[src/rtl/dtv_pkg.sv]
package dtv_pkg;

  localparam int unsigned FormLen  = 10;
  localparam int unsigned PosSat   = 11;

  localparam logic [3:0] POS_SLASH_A = 4'd2;
  localparam logic [3:0] POS_SLASH_B = 4'd5;
  localparam logic [3:0] POS_DAY     = 4'd3;
  localparam logic [3:0] POS_YEAR    = 4'd6;
  localparam logic [3:0] POS_YEAR_LO = 4'd8;
  localparam logic [3:0] POS_LAST    = 4'(FormLen - 1);
  localparam logic [3:0] POS_END     = 4'(FormLen);
  localparam logic [3:0] POS_SAT     = 4'(PosSat);

  localparam logic [7:0] CH_SLASH = 8'h2F;
  localparam logic [7:0] CH_ZERO  = 8'h30;
  localparam logic [7:0] CH_NINE  = 8'h39;

  localparam logic [1:0] ST_OK     = 2'd0;
  localparam logic [1:0] ST_SYNTAX = 2'd1;
  localparam logic [1:0] ST_RANGE  = 2'd2;

  typedef struct packed {
    logic [1:0]  status;
    logic [3:0]  month;
    logic [4:0]  day;
    logic [13:0] year;
  } res_t;

  // Days in month m (1..12); leap selects 29 for February.
  function automatic logic [4:0] month_days(input logic [3:0] m, input logic leap);
    logic [4:0] len;
    len = 5'd31;
    case (m) inside
      4'd4, 4'd6, 4'd9, 4'd11: len = 5'd30;
      4'd2:                    len = leap ? 5'd29 : 5'd28;
      default:                 len = 5'd31;
    endcase
    return len;
  endfunction

endpackage

[src/rtl/dtv_if.sv]
interface dtv_in_if;
  logic       valid;
  logic       ready;
  logic [7:0] in_byte;
  logic       last_byte;

  modport source(output valid, output in_byte, output last_byte, input ready);
  modport sink(input valid, input in_byte, input last_byte, output ready);
endinterface

interface dtv_out_if;
  logic        valid;
  logic        ready;
  logic [1:0]  status;
  logic [3:0]  month_out;
  logic [4:0]  day_out;
  logic [13:0] year_out;

  modport source(output valid, output status, output month_out, output day_out,
                 output year_out, input ready);
  modport sink(input valid, input status, input month_out, input day_out,
               input year_out, output ready);
endinterface

[src/rtl/dtv_core.sv]
// Per-string parse state and final check; state advances on step.
module dtv_core (
  input  logic              clk,
  input  logic              rst_n,
  input  logic              step,
  input  logic [7:0]        byte_in,
  input  logic              last_in,
  output dtv_pkg::res_t     res
);

  logic [3:0]  pos_r;
  logic        bad_r, bad_nxt;
  logic [6:0]  mon_r, mon_nxt;
  logic [6:0]  day_r, day_nxt;
  logic [13:0] year_r, year_nxt;
  logic [6:0]  pair_r, pair_nxt;     // current two-digit group of the year
  logic [1:0]  hi_mod4_r, hi_mod4_nxt; // century digits mod 4
  logic [3:0]  pos_nxt;

  logic        is_dig;
  logic [3:0]  dig;
  logic        bad_fin;
  logic        leap;
  logic [4:0]  mlen;
  logic        range_bad;

  assign is_dig = (byte_in >= dtv_pkg::CH_ZERO) && (byte_in <= dtv_pkg::CH_NINE);
  assign dig    = byte_in[3:0];

  always_comb begin
    bad_nxt     = bad_r;
    mon_nxt     = mon_r;
    day_nxt     = day_r;
    year_nxt    = year_r;
    pair_nxt    = pair_r;
    hi_mod4_nxt = hi_mod4_r;
    if (pos_r >= dtv_pkg::POS_END) begin
      bad_nxt = 1'b1;
    end else if (pos_r == dtv_pkg::POS_SLASH_A || pos_r == dtv_pkg::POS_SLASH_B) begin
      if (byte_in != dtv_pkg::CH_SLASH) bad_nxt = 1'b1;
    end else if (is_dig) begin
      if (pos_r < dtv_pkg::POS_SLASH_A) begin
        mon_nxt = mon_r * 7'd10 + {3'b000, dig};
      end else if (pos_r < dtv_pkg::POS_SLASH_B) begin
        day_nxt = day_r * 7'd10 + {3'b000, dig};
      end else begin
        year_nxt = year_r * 14'd10 + {10'd0, dig};
        if (pos_r == dtv_pkg::POS_YEAR || pos_r == dtv_pkg::POS_YEAR_LO) begin
          pair_nxt = {3'b000, dig};
        end else begin
          pair_nxt = pair_r * 7'd10 + {3'b000, dig};
        end
        if (pos_r == dtv_pkg::POS_YEAR_LO) hi_mod4_nxt = pair_r[1:0];
      end
    end else begin
      bad_nxt = 1'b1;
    end
  end

  assign pos_nxt = (pos_r < dtv_pkg::POS_SAT) ? pos_r + 4'd1 : dtv_pkg::POS_SAT;

  // Only meaningful for a well-formed string: year is exactly four digits.
  assign bad_fin   = bad_nxt || (pos_r != dtv_pkg::POS_LAST);
  assign leap      = (pair_nxt[1:0] == 2'b00) &&
                     ((pair_nxt != 7'd0) || (hi_mod4_r == 2'b00));
  assign mlen      = dtv_pkg::month_days(mon_nxt[3:0], leap);
  assign range_bad = (mon_nxt < 7'd1) || (mon_nxt > 7'd12) || (year_nxt == 14'd0) ||
                     (day_nxt == 7'd0) || (day_nxt > {2'b00, mlen});

  always_comb begin
    res = '0;
    if (bad_fin) begin
      res.status = dtv_pkg::ST_SYNTAX;
    end else if (range_bad) begin
      res.status = dtv_pkg::ST_RANGE;
    end else begin
      res.status = dtv_pkg::ST_OK;
      res.month  = mon_nxt[3:0];
      res.day    = day_nxt[4:0];
      res.year   = year_nxt;
    end
  end

  always_ff @(posedge clk) begin
    if (!rst_n || (step && last_in)) begin
      pos_r     <= '0;
      bad_r     <= 1'b0;
      mon_r     <= '0;
      day_r     <= '0;
      year_r    <= '0;
      pair_r    <= '0;
      hi_mod4_r <= '0;
    end else if (step) begin
      pos_r     <= pos_nxt;
      bad_r     <= bad_nxt;
      mon_r     <= mon_nxt;
      day_r     <= day_nxt;
      year_r    <= year_nxt;
      pair_r    <= pair_nxt;
      hi_mod4_r <= hi_mod4_nxt;
    end
  end

endmodule

[src/rtl/date_text_validator.sv]
// MM/DD/YYYY date text validator.
// in_ch : one ASCII character per transfer, last_byte set on the final one.
// out_ch: one result per string, on the transfer carrying last_byte:
//         status (0 ok, 1 syntax, 2 out of range) plus month/day/year,
//         the value fields zero unless status is ok.
// Both channels are valid/ready; a transfer happens when both are high.
// Throughput: one character per cycle, no gaps between strings, unless a held result stalls a last character.
// Path: characters land in an input register; the parse state updates
//   from it, and for the last character the result register loads at
//   that same edge, so out_ch.valid rises when the last character
//   leaves the input register.
// Stall: a held result blocks only the next last character; ordinary
//   characters keep flowing into the parse state while out_ch waits.
// Reset (rst_n low, synchronous): input and result registers empty, parse
//   state cleared, ready to take the first character of a new string.
// Parse state is also cleared after every last character.
module date_text_validator (
  input  logic              clk,
  input  logic              rst_n,
  dtv_in_if.sink            in_ch,
  dtv_out_if.source         out_ch
);

  // input register
  logic          s1_valid_r;
  logic [7:0]    s1_byte_r;
  logic          s1_last_r;

  // result register
  logic          out_valid_r;
  dtv_pkg::res_t out_res_r;

  dtv_pkg::res_t res;
  logic          adv;
  logic          in_xfer;

  // A non-final character never needs the result register.
  assign adv     = s1_valid_r && (!s1_last_r || !out_valid_r || out_ch.ready);
  assign in_ch.ready = !s1_valid_r || adv;
  assign in_xfer = in_ch.valid && in_ch.ready;

  dtv_core u_core (
    .clk     (clk),
    .rst_n   (rst_n),
    .step    (adv),
    .byte_in (s1_byte_r),
    .last_in (s1_last_r),
    .res     (res)
  );

  always_ff @(posedge clk) begin
    if (!rst_n) begin
      s1_valid_r <= 1'b0;
    end else if (in_ch.ready) begin
      s1_valid_r <= in_ch.valid;
    end
  end

  always_ff @(posedge clk) begin
    if (in_xfer) begin
      s1_byte_r <= in_ch.in_byte;
      s1_last_r <= in_ch.last_byte;
    end
  end

  always_ff @(posedge clk) begin
    if (!rst_n) begin
      out_valid_r <= 1'b0;
    end else if (adv && s1_last_r) begin
      out_valid_r <= 1'b1;
    end else if (out_ch.ready) begin
      out_valid_r <= 1'b0;
    end
  end

  always_ff @(posedge clk) begin
    if (adv && s1_last_r) begin
      out_res_r <= res;
    end
  end

  assign out_ch.valid     = out_valid_r;
  assign out_ch.status    = out_res_r.status;
  assign out_ch.month_out = out_res_r.month;
  assign out_ch.day_out   = out_res_r.day;
  assign out_ch.year_out  = out_res_r.year;

  // Error results never carry a value.
  a_err_zero: assert property (@(posedge clk) disable iff (!rst_n)
    out_valid_r && (out_res_r.status != dtv_pkg::ST_OK) |->
      (out_res_r.month == 4'd0) && (out_res_r.day == 5'd0) && (out_res_r.year == 14'd0))
    else $error("error result with nonzero value");

  // A good result holds a real month and day.
  a_ok_range: assert property (@(posedge clk) disable iff (!rst_n)
    out_valid_r && (out_res_r.status == dtv_pkg::ST_OK) |->
      (out_res_r.month >= 4'd1) && (out_res_r.month <= 4'd12) &&
      (out_res_r.day != 5'd0) && (out_res_r.year != 14'd0))
    else $error("ok result out of range");

  // A non-final character in the input register always moves on.
  a_flow: assert property (@(posedge clk) disable iff (!rst_n)
    s1_valid_r && !s1_last_r |-> adv && in_ch.ready)
    else $error("non-final character stalled");

  // A result only loads from a final character.
  a_load: assert property (@(posedge clk) disable iff (!rst_n)
    !$past(out_valid_r) && out_valid_r |-> $past(adv && s1_last_r))
    else $error("result without final character");

endmodule
[src/flat_wrapper.sv]
// flat-port wrapper written by rule: the top's interface ports become plain ports
module date_text_validator_flat 
  (clk, rst_n, in_ch_valid, in_ch_in_byte, in_ch_last_byte, in_ch_ready, out_ch_valid, out_ch_status, out_ch_month_out, out_ch_day_out, out_ch_year_out, out_ch_ready);
  dtv_in_if in_ch_i ();
  dtv_out_if out_ch_i ();
  input  logic clk;
  input  logic rst_n;
  input wire logic [$bits(in_ch_i.valid)-1:0] in_ch_valid;
  input wire logic [$bits(in_ch_i.in_byte)-1:0] in_ch_in_byte;
  input wire logic [$bits(in_ch_i.last_byte)-1:0] in_ch_last_byte;
  output wire logic [$bits(in_ch_i.ready)-1:0] in_ch_ready;
  output wire logic [$bits(out_ch_i.valid)-1:0] out_ch_valid;
  output wire logic [$bits(out_ch_i.status)-1:0] out_ch_status;
  output wire logic [$bits(out_ch_i.month_out)-1:0] out_ch_month_out;
  output wire logic [$bits(out_ch_i.day_out)-1:0] out_ch_day_out;
  output wire logic [$bits(out_ch_i.year_out)-1:0] out_ch_year_out;
  input wire logic [$bits(out_ch_i.ready)-1:0] out_ch_ready;
  assign in_ch_i.valid = in_ch_valid;
  assign in_ch_i.in_byte = in_ch_in_byte;
  assign in_ch_i.last_byte = in_ch_last_byte;
  assign in_ch_ready = in_ch_i.ready;
  assign out_ch_valid = out_ch_i.valid;
  assign out_ch_status = out_ch_i.status;
  assign out_ch_month_out = out_ch_i.month_out;
  assign out_ch_day_out = out_ch_i.day_out;
  assign out_ch_year_out = out_ch_i.year_out;
  assign out_ch_i.ready = out_ch_ready;
  date_text_validator u_core (.clk(clk), .rst_n(rst_n), .in_ch(in_ch_i), .out_ch(out_ch_i));
endmodule
[config.mk]
export PLATFORM = sky130hd
export DESIGN_NAME = date_text_validator_flat
export DESIGN_NICKNAME = d
export VERILOG_FILES = /design/src/rtl/dtv_pkg.sv /design/src/rtl/dtv_if.sv /design/src/rtl/dtv_core.sv /design/src/rtl/date_text_validator.sv /design/src/flat_wrapper.sv
export SDC_FILE = /design/constraint.sdc
export NUM_CORES = 1
export LEC_CHECK = 0
export BUFFER_PORTS_ARGS = -buffer_cell sky130_fd_sc_hd__buf_2
export CORE_UTILIZATION = 45
export CTS_BUF_LIST = sky130_fd_sc_hd__clkbuf_8
export DETAILED_ROUTE_END_ITERATION = 10
export MAX_ROUTING_LAYER = met4
export RECOVER_POWER = 50
export SLEW_MARGIN = 10
export SYNTH_ARGS = -nofsm -noshare
export SYNTH_HDL_FRONTEND = slang
export SYNTH_SLANG_ARGS = --single-unit
[constraint.sdc]
create_clock -name clk -period 6.1 [get_ports clk]
set_input_delay 0.915 -clock clk [delete_from_list [all_inputs] [get_ports clk]]
set_output_delay 0.915 -clock clk [all_outputs]
set_load 0.02 [all_outputs]
==> metrics.csv <==
stage;metric;value;unit
run_status;outcome;finished with violations;
run_status;violations;design-rule violations, max-capacitance violations, max-slew violations;
detailed_routing;drt_iter0_markers;258;
sta;fmax;215.9;MHz
clock_network;clkLatencyLatePin;0.37;ns
placed_design;hpwlAfterDp;9428;um
floorplanning;core_area;0.01156;sq mm
floorplanning;start_util;0.4666;
cells_and_area;fin_nets;687;
yosys;synth_top_family_by_area;simple AND/OR/NAND/NOR gates;
yosys;syn_area;0.005396;sq mm
detailed_routing;first_pass_iters;8;
power_and_ir_drop;p_leak;2.170;nW
clock_network;cts_hold_buf;0;
setup_path;cp_max_fo;28;
sta;fin_crit_sh;0.7595;
global_route;grt_max_degree;29;
detailed_routing;routed_wl;12700;um
min_path;hold_path.class;flop to flop;
sta;tns;0;ns
power_and_ir_drop;peakVddDrop;0.0001090;V
detailed_routing;antenna_left;0;
detailed_routing;num_vias;4419;
global_route;overflow;0;
cells_and_area;fill_cells;1102;
cells_and_area;final_common_cell;nor2_1;
cells_and_area;area_delta_synth_final;8.903;%
setup_path;cp_top_family;compound AO/OA/AOI/OAI gates;
global_route;antenna_found_initial;0;
power_and_ir_drop;power_density;183.1;mW/mm^2
yosys;synthMuxAreaShare;0.01855;
yosys;synth_top_cell_by_area;edfxtp_1;
clock_network;clock_sinks;78;
sta;post-route-min-period;4.633;ns
clock_network;htreeDepth;3;
setup_path;cp.arrival;4.73;ns
setup_path;rr_startpoint;u_core.s1_byte_r[2];
min_path;holdPathEnd;u_core.u_core.hi_mod4_r[0];
cells_and_area;final_cell_mix;73 x nor2_1, 50 x ha_1, 46 x nand2_1;
yosys;synthAdderAreaFrac;0.1456;
sta;final_max_slew_viol_count;27;
yosys;synthCells;584;
global_route;grt_usage;0.2247;
job;cap_violations;1;
setup_path;worstSetupPathType;flop to flop;
yosys;synth-simple-area-share;0.2054;
setup_path;cp.required;6.19;ns
min_path;min_from;u_core.u_core.hi_mod4_r[0];
sta;relSlewSlack;-0.005286;
clock_network;cts_buffers;9;
clock_network;ctsResizeCount;0;
clock_network;clk_pin_slew_worst_paths;0.09;ns
floorplanning;die_x;111.5;um
yosys;synth_compound_area_frac;0.1785;
yosys;synth-seq-cells;78;
min_path;min_path_cells;2;
yosys;yosysTopAreaCellShare;0.1892;
setup_path;path_buf_inv;1;
setup_path;max_stage_delay;0.68;ns
global_route;grt_pass1_wl;21550;um
cells_and_area;drive_gt1_frac;0.08052;
yosys;synth_cell_types;67;
detailed_routing;avgViaCountPerCell;5.784;
placed_design;port-buffer-count;39;
setup_path;cp_common_cell;o21ai_0;
clock_network;postCtsSetupBuffers;0;
setup_path;cp-end-kind;flop;
setup_path;reg2reg_depth;14;
yosys;synth_ff_type;dfxtp_1;
placed_design;dp_cells;748;
floorplanning;io_pins;40;
sta;skew;0.02163;ns
global_route;grt_pass1_vias;4222;
clock_network;clockBufferDepth;2;
sta;final-hold-violation-count;0;
sta;setup_viol;0;
setup_path;cp-start-kind;flop;
clock_network;cts_root_buffer;clkbuf_8;
yosys;synth-xor-area-share;0.06515;
detailed_routing;drcViolationCount;10;
floorplanning;die-height;111.5;um
placed_design;gp_congestion;0.8688;
setup_path;timing.critical_path.cells;o21ai_0 > nand4_1 > nor3_2 > buf_4 > a21oi_1 > o41ai_1 > a221oi_1 > ha_1 > nand2_1 > o21ai_0 > o32ai_1 > nor4_4 > o31ai_4 > nor2_1;
sta;worst_pin_slew;1.508;ns
cells_and_area;fin_cells;764;
yosys;synthArstFlopShare;0;
yosys;syn_nets;655;
floorplanning;rows;39;
sta;rsz0062_at_grt;false;
clock_network;cts_tree;done;
cells_and_area;diodes;0;
yosys;ys_seq_area_frac;0.3524;
yosys;avgSynthCellArea;9.240;sq um
setup_path;rrSetupSlack;1.47;ns
floorplanning;die_area;0.01243;sq mm
yosys;synth.area.top_cells;edfxtp_1 19%, dfxtp_1 16%, ha_1 12%;
detailed_routing;wl_per_cell;16.62;um
setup_path;cp_slowest_cell;o41ai_1;
yosys;synth_edf_count;34;
setup_path;timing.rr.end;u_core.out_ch.year_out[0];
yosys;ys_warn_count;0;
[layout make-up]
class,count,area [sq um],share of cell area
multi-input combinational,461,3309,0.5631
sequential,78,1902,0.3236
timing repair buffer,44,198.9,0.03385
tap,143,178.9,0.03045
clock buffer,9,123.9,0.02108
inverter,22,82.58,0.01405
clock inverter,7,81.33,0.01384
[synth_stat cells (4+ instances only)]
library cell / instances
nand3_1: 15
nor4_1: 9
a21o_1: 11
xnor2_1: 25
nor3_1: 17
edfxtp_1: 34
a21oi_1: 39
or3_1: 5
nor3b_1: 5
xor2_1: 10
fa_1: 8
nor2b_1: 9
clkbuf_1: 20
nand2_1: 46
mux2i_1: 10
a21boi_0: 4
a31oi_1: 5
and3_1: 6
nor2_1: 73
a211oi_1: 26
ha_1: 50
dfxtp_1: 44
nand4_1: 6
inv_1: 22
o21ai_0: 16
[tightest hold or removal path: stages, from the launching register on]
cell     delay (ns)
dfxtp_1        0.31
o21ai_0        0.07
a21oi_1        0.06
[worst max-delay path by stage]
stage                        startpoint                    endpoint  slack, ns  cells past startpoint
detailed placement  u_core.s1_byte_r[2]   u_core.out_ch.year_out[0]       1.51                     16
global placement    u_core.s1_byte_r[2]   u_core.out_ch.year_out[8]       1.58                     16
global route        u_core.s1_byte_r[2]    u_core.out_ch.day_out[0]       1.00                     14
floorplan           u_core.s1_byte_r[2]  u_core.out_ch.month_out[2]       2.09                     16
finish              u_core.s1_byte_r[2]   u_core.out_ch.year_out[0]       1.47                     14
CTS                 u_core.s1_byte_r[2]   u_core.out_ch.year_out[0]       1.48                     16
[routing by layer]
layer,up-vias,track usage,share of wire
met5,-,-,0
met1,2083,0.3033,0.50
li1,2222,-,-
met2,100,0.3513,0.45
met3,14,0.04028,0.042
met4,0,0.05045,0.012
[sequential cells by signal (all words and copies together) (netlist names)]
signal	cells
u_core.u_core.pair_r	7
u_core.s1_valid_r	1
u_core.u_core.pos_r	4
u_core.out_ch.year_out	14
u_core.u_core.hi_mod4_r	2
u_core.out_ch.day_out	5
u_core.u_core.mon_r	7
u_core.s1_byte_r	8
u_core.u_core.year_r	14
u_core.u_core.bad_r	1
u_core.out_ch.valid	1
u_core.s1_last_r	1
u_core.out_ch.status	2
u_core.out_ch.month_out	4
u_core.u_core.day_r	7
[cell families after synthesis]
| kind of cell | count (synthesis) |
|---|---|
| simple gates | 219 |
| compound gates | 137 |
| buf+inv | 45 |
| flops | 78 |
| xor+xnor | 37 |
| fa+ha+maj | 58 |
| mux | 10 |
[metrics by stage]
step / setup WS [ns] / utilization / hold slack, ns / cell area [sq um] / power, mW
CTS: 1.475 / 0.5111 / 0.4871 / 5911 / 1.087
detailed placement: 1.510 / 0.4933 / 0.4755 / 5705 / 0.6816
global placement: 1.575 / 0.4933 / 0.4657 / 5705 / 0.6792
finish: 1.467 / 0.5082 / 0.4844 / 5877 / 1.076
global route: 1.003 / 0.5082 / 0.5173 / 5877 / 1.119
floorplan: 2.093 / - / 0.4488 / 5396 / 0.6508
[where the power goes]
group	switching (mW)	leakage (nW)	internal (mW)
clock	0.213	0.0940	0.194
combinational	0.0652	1.40	0.0358
sequential	0.0138	0.676	0.555
Note: power is estimated with default switching activity, not from simulation.
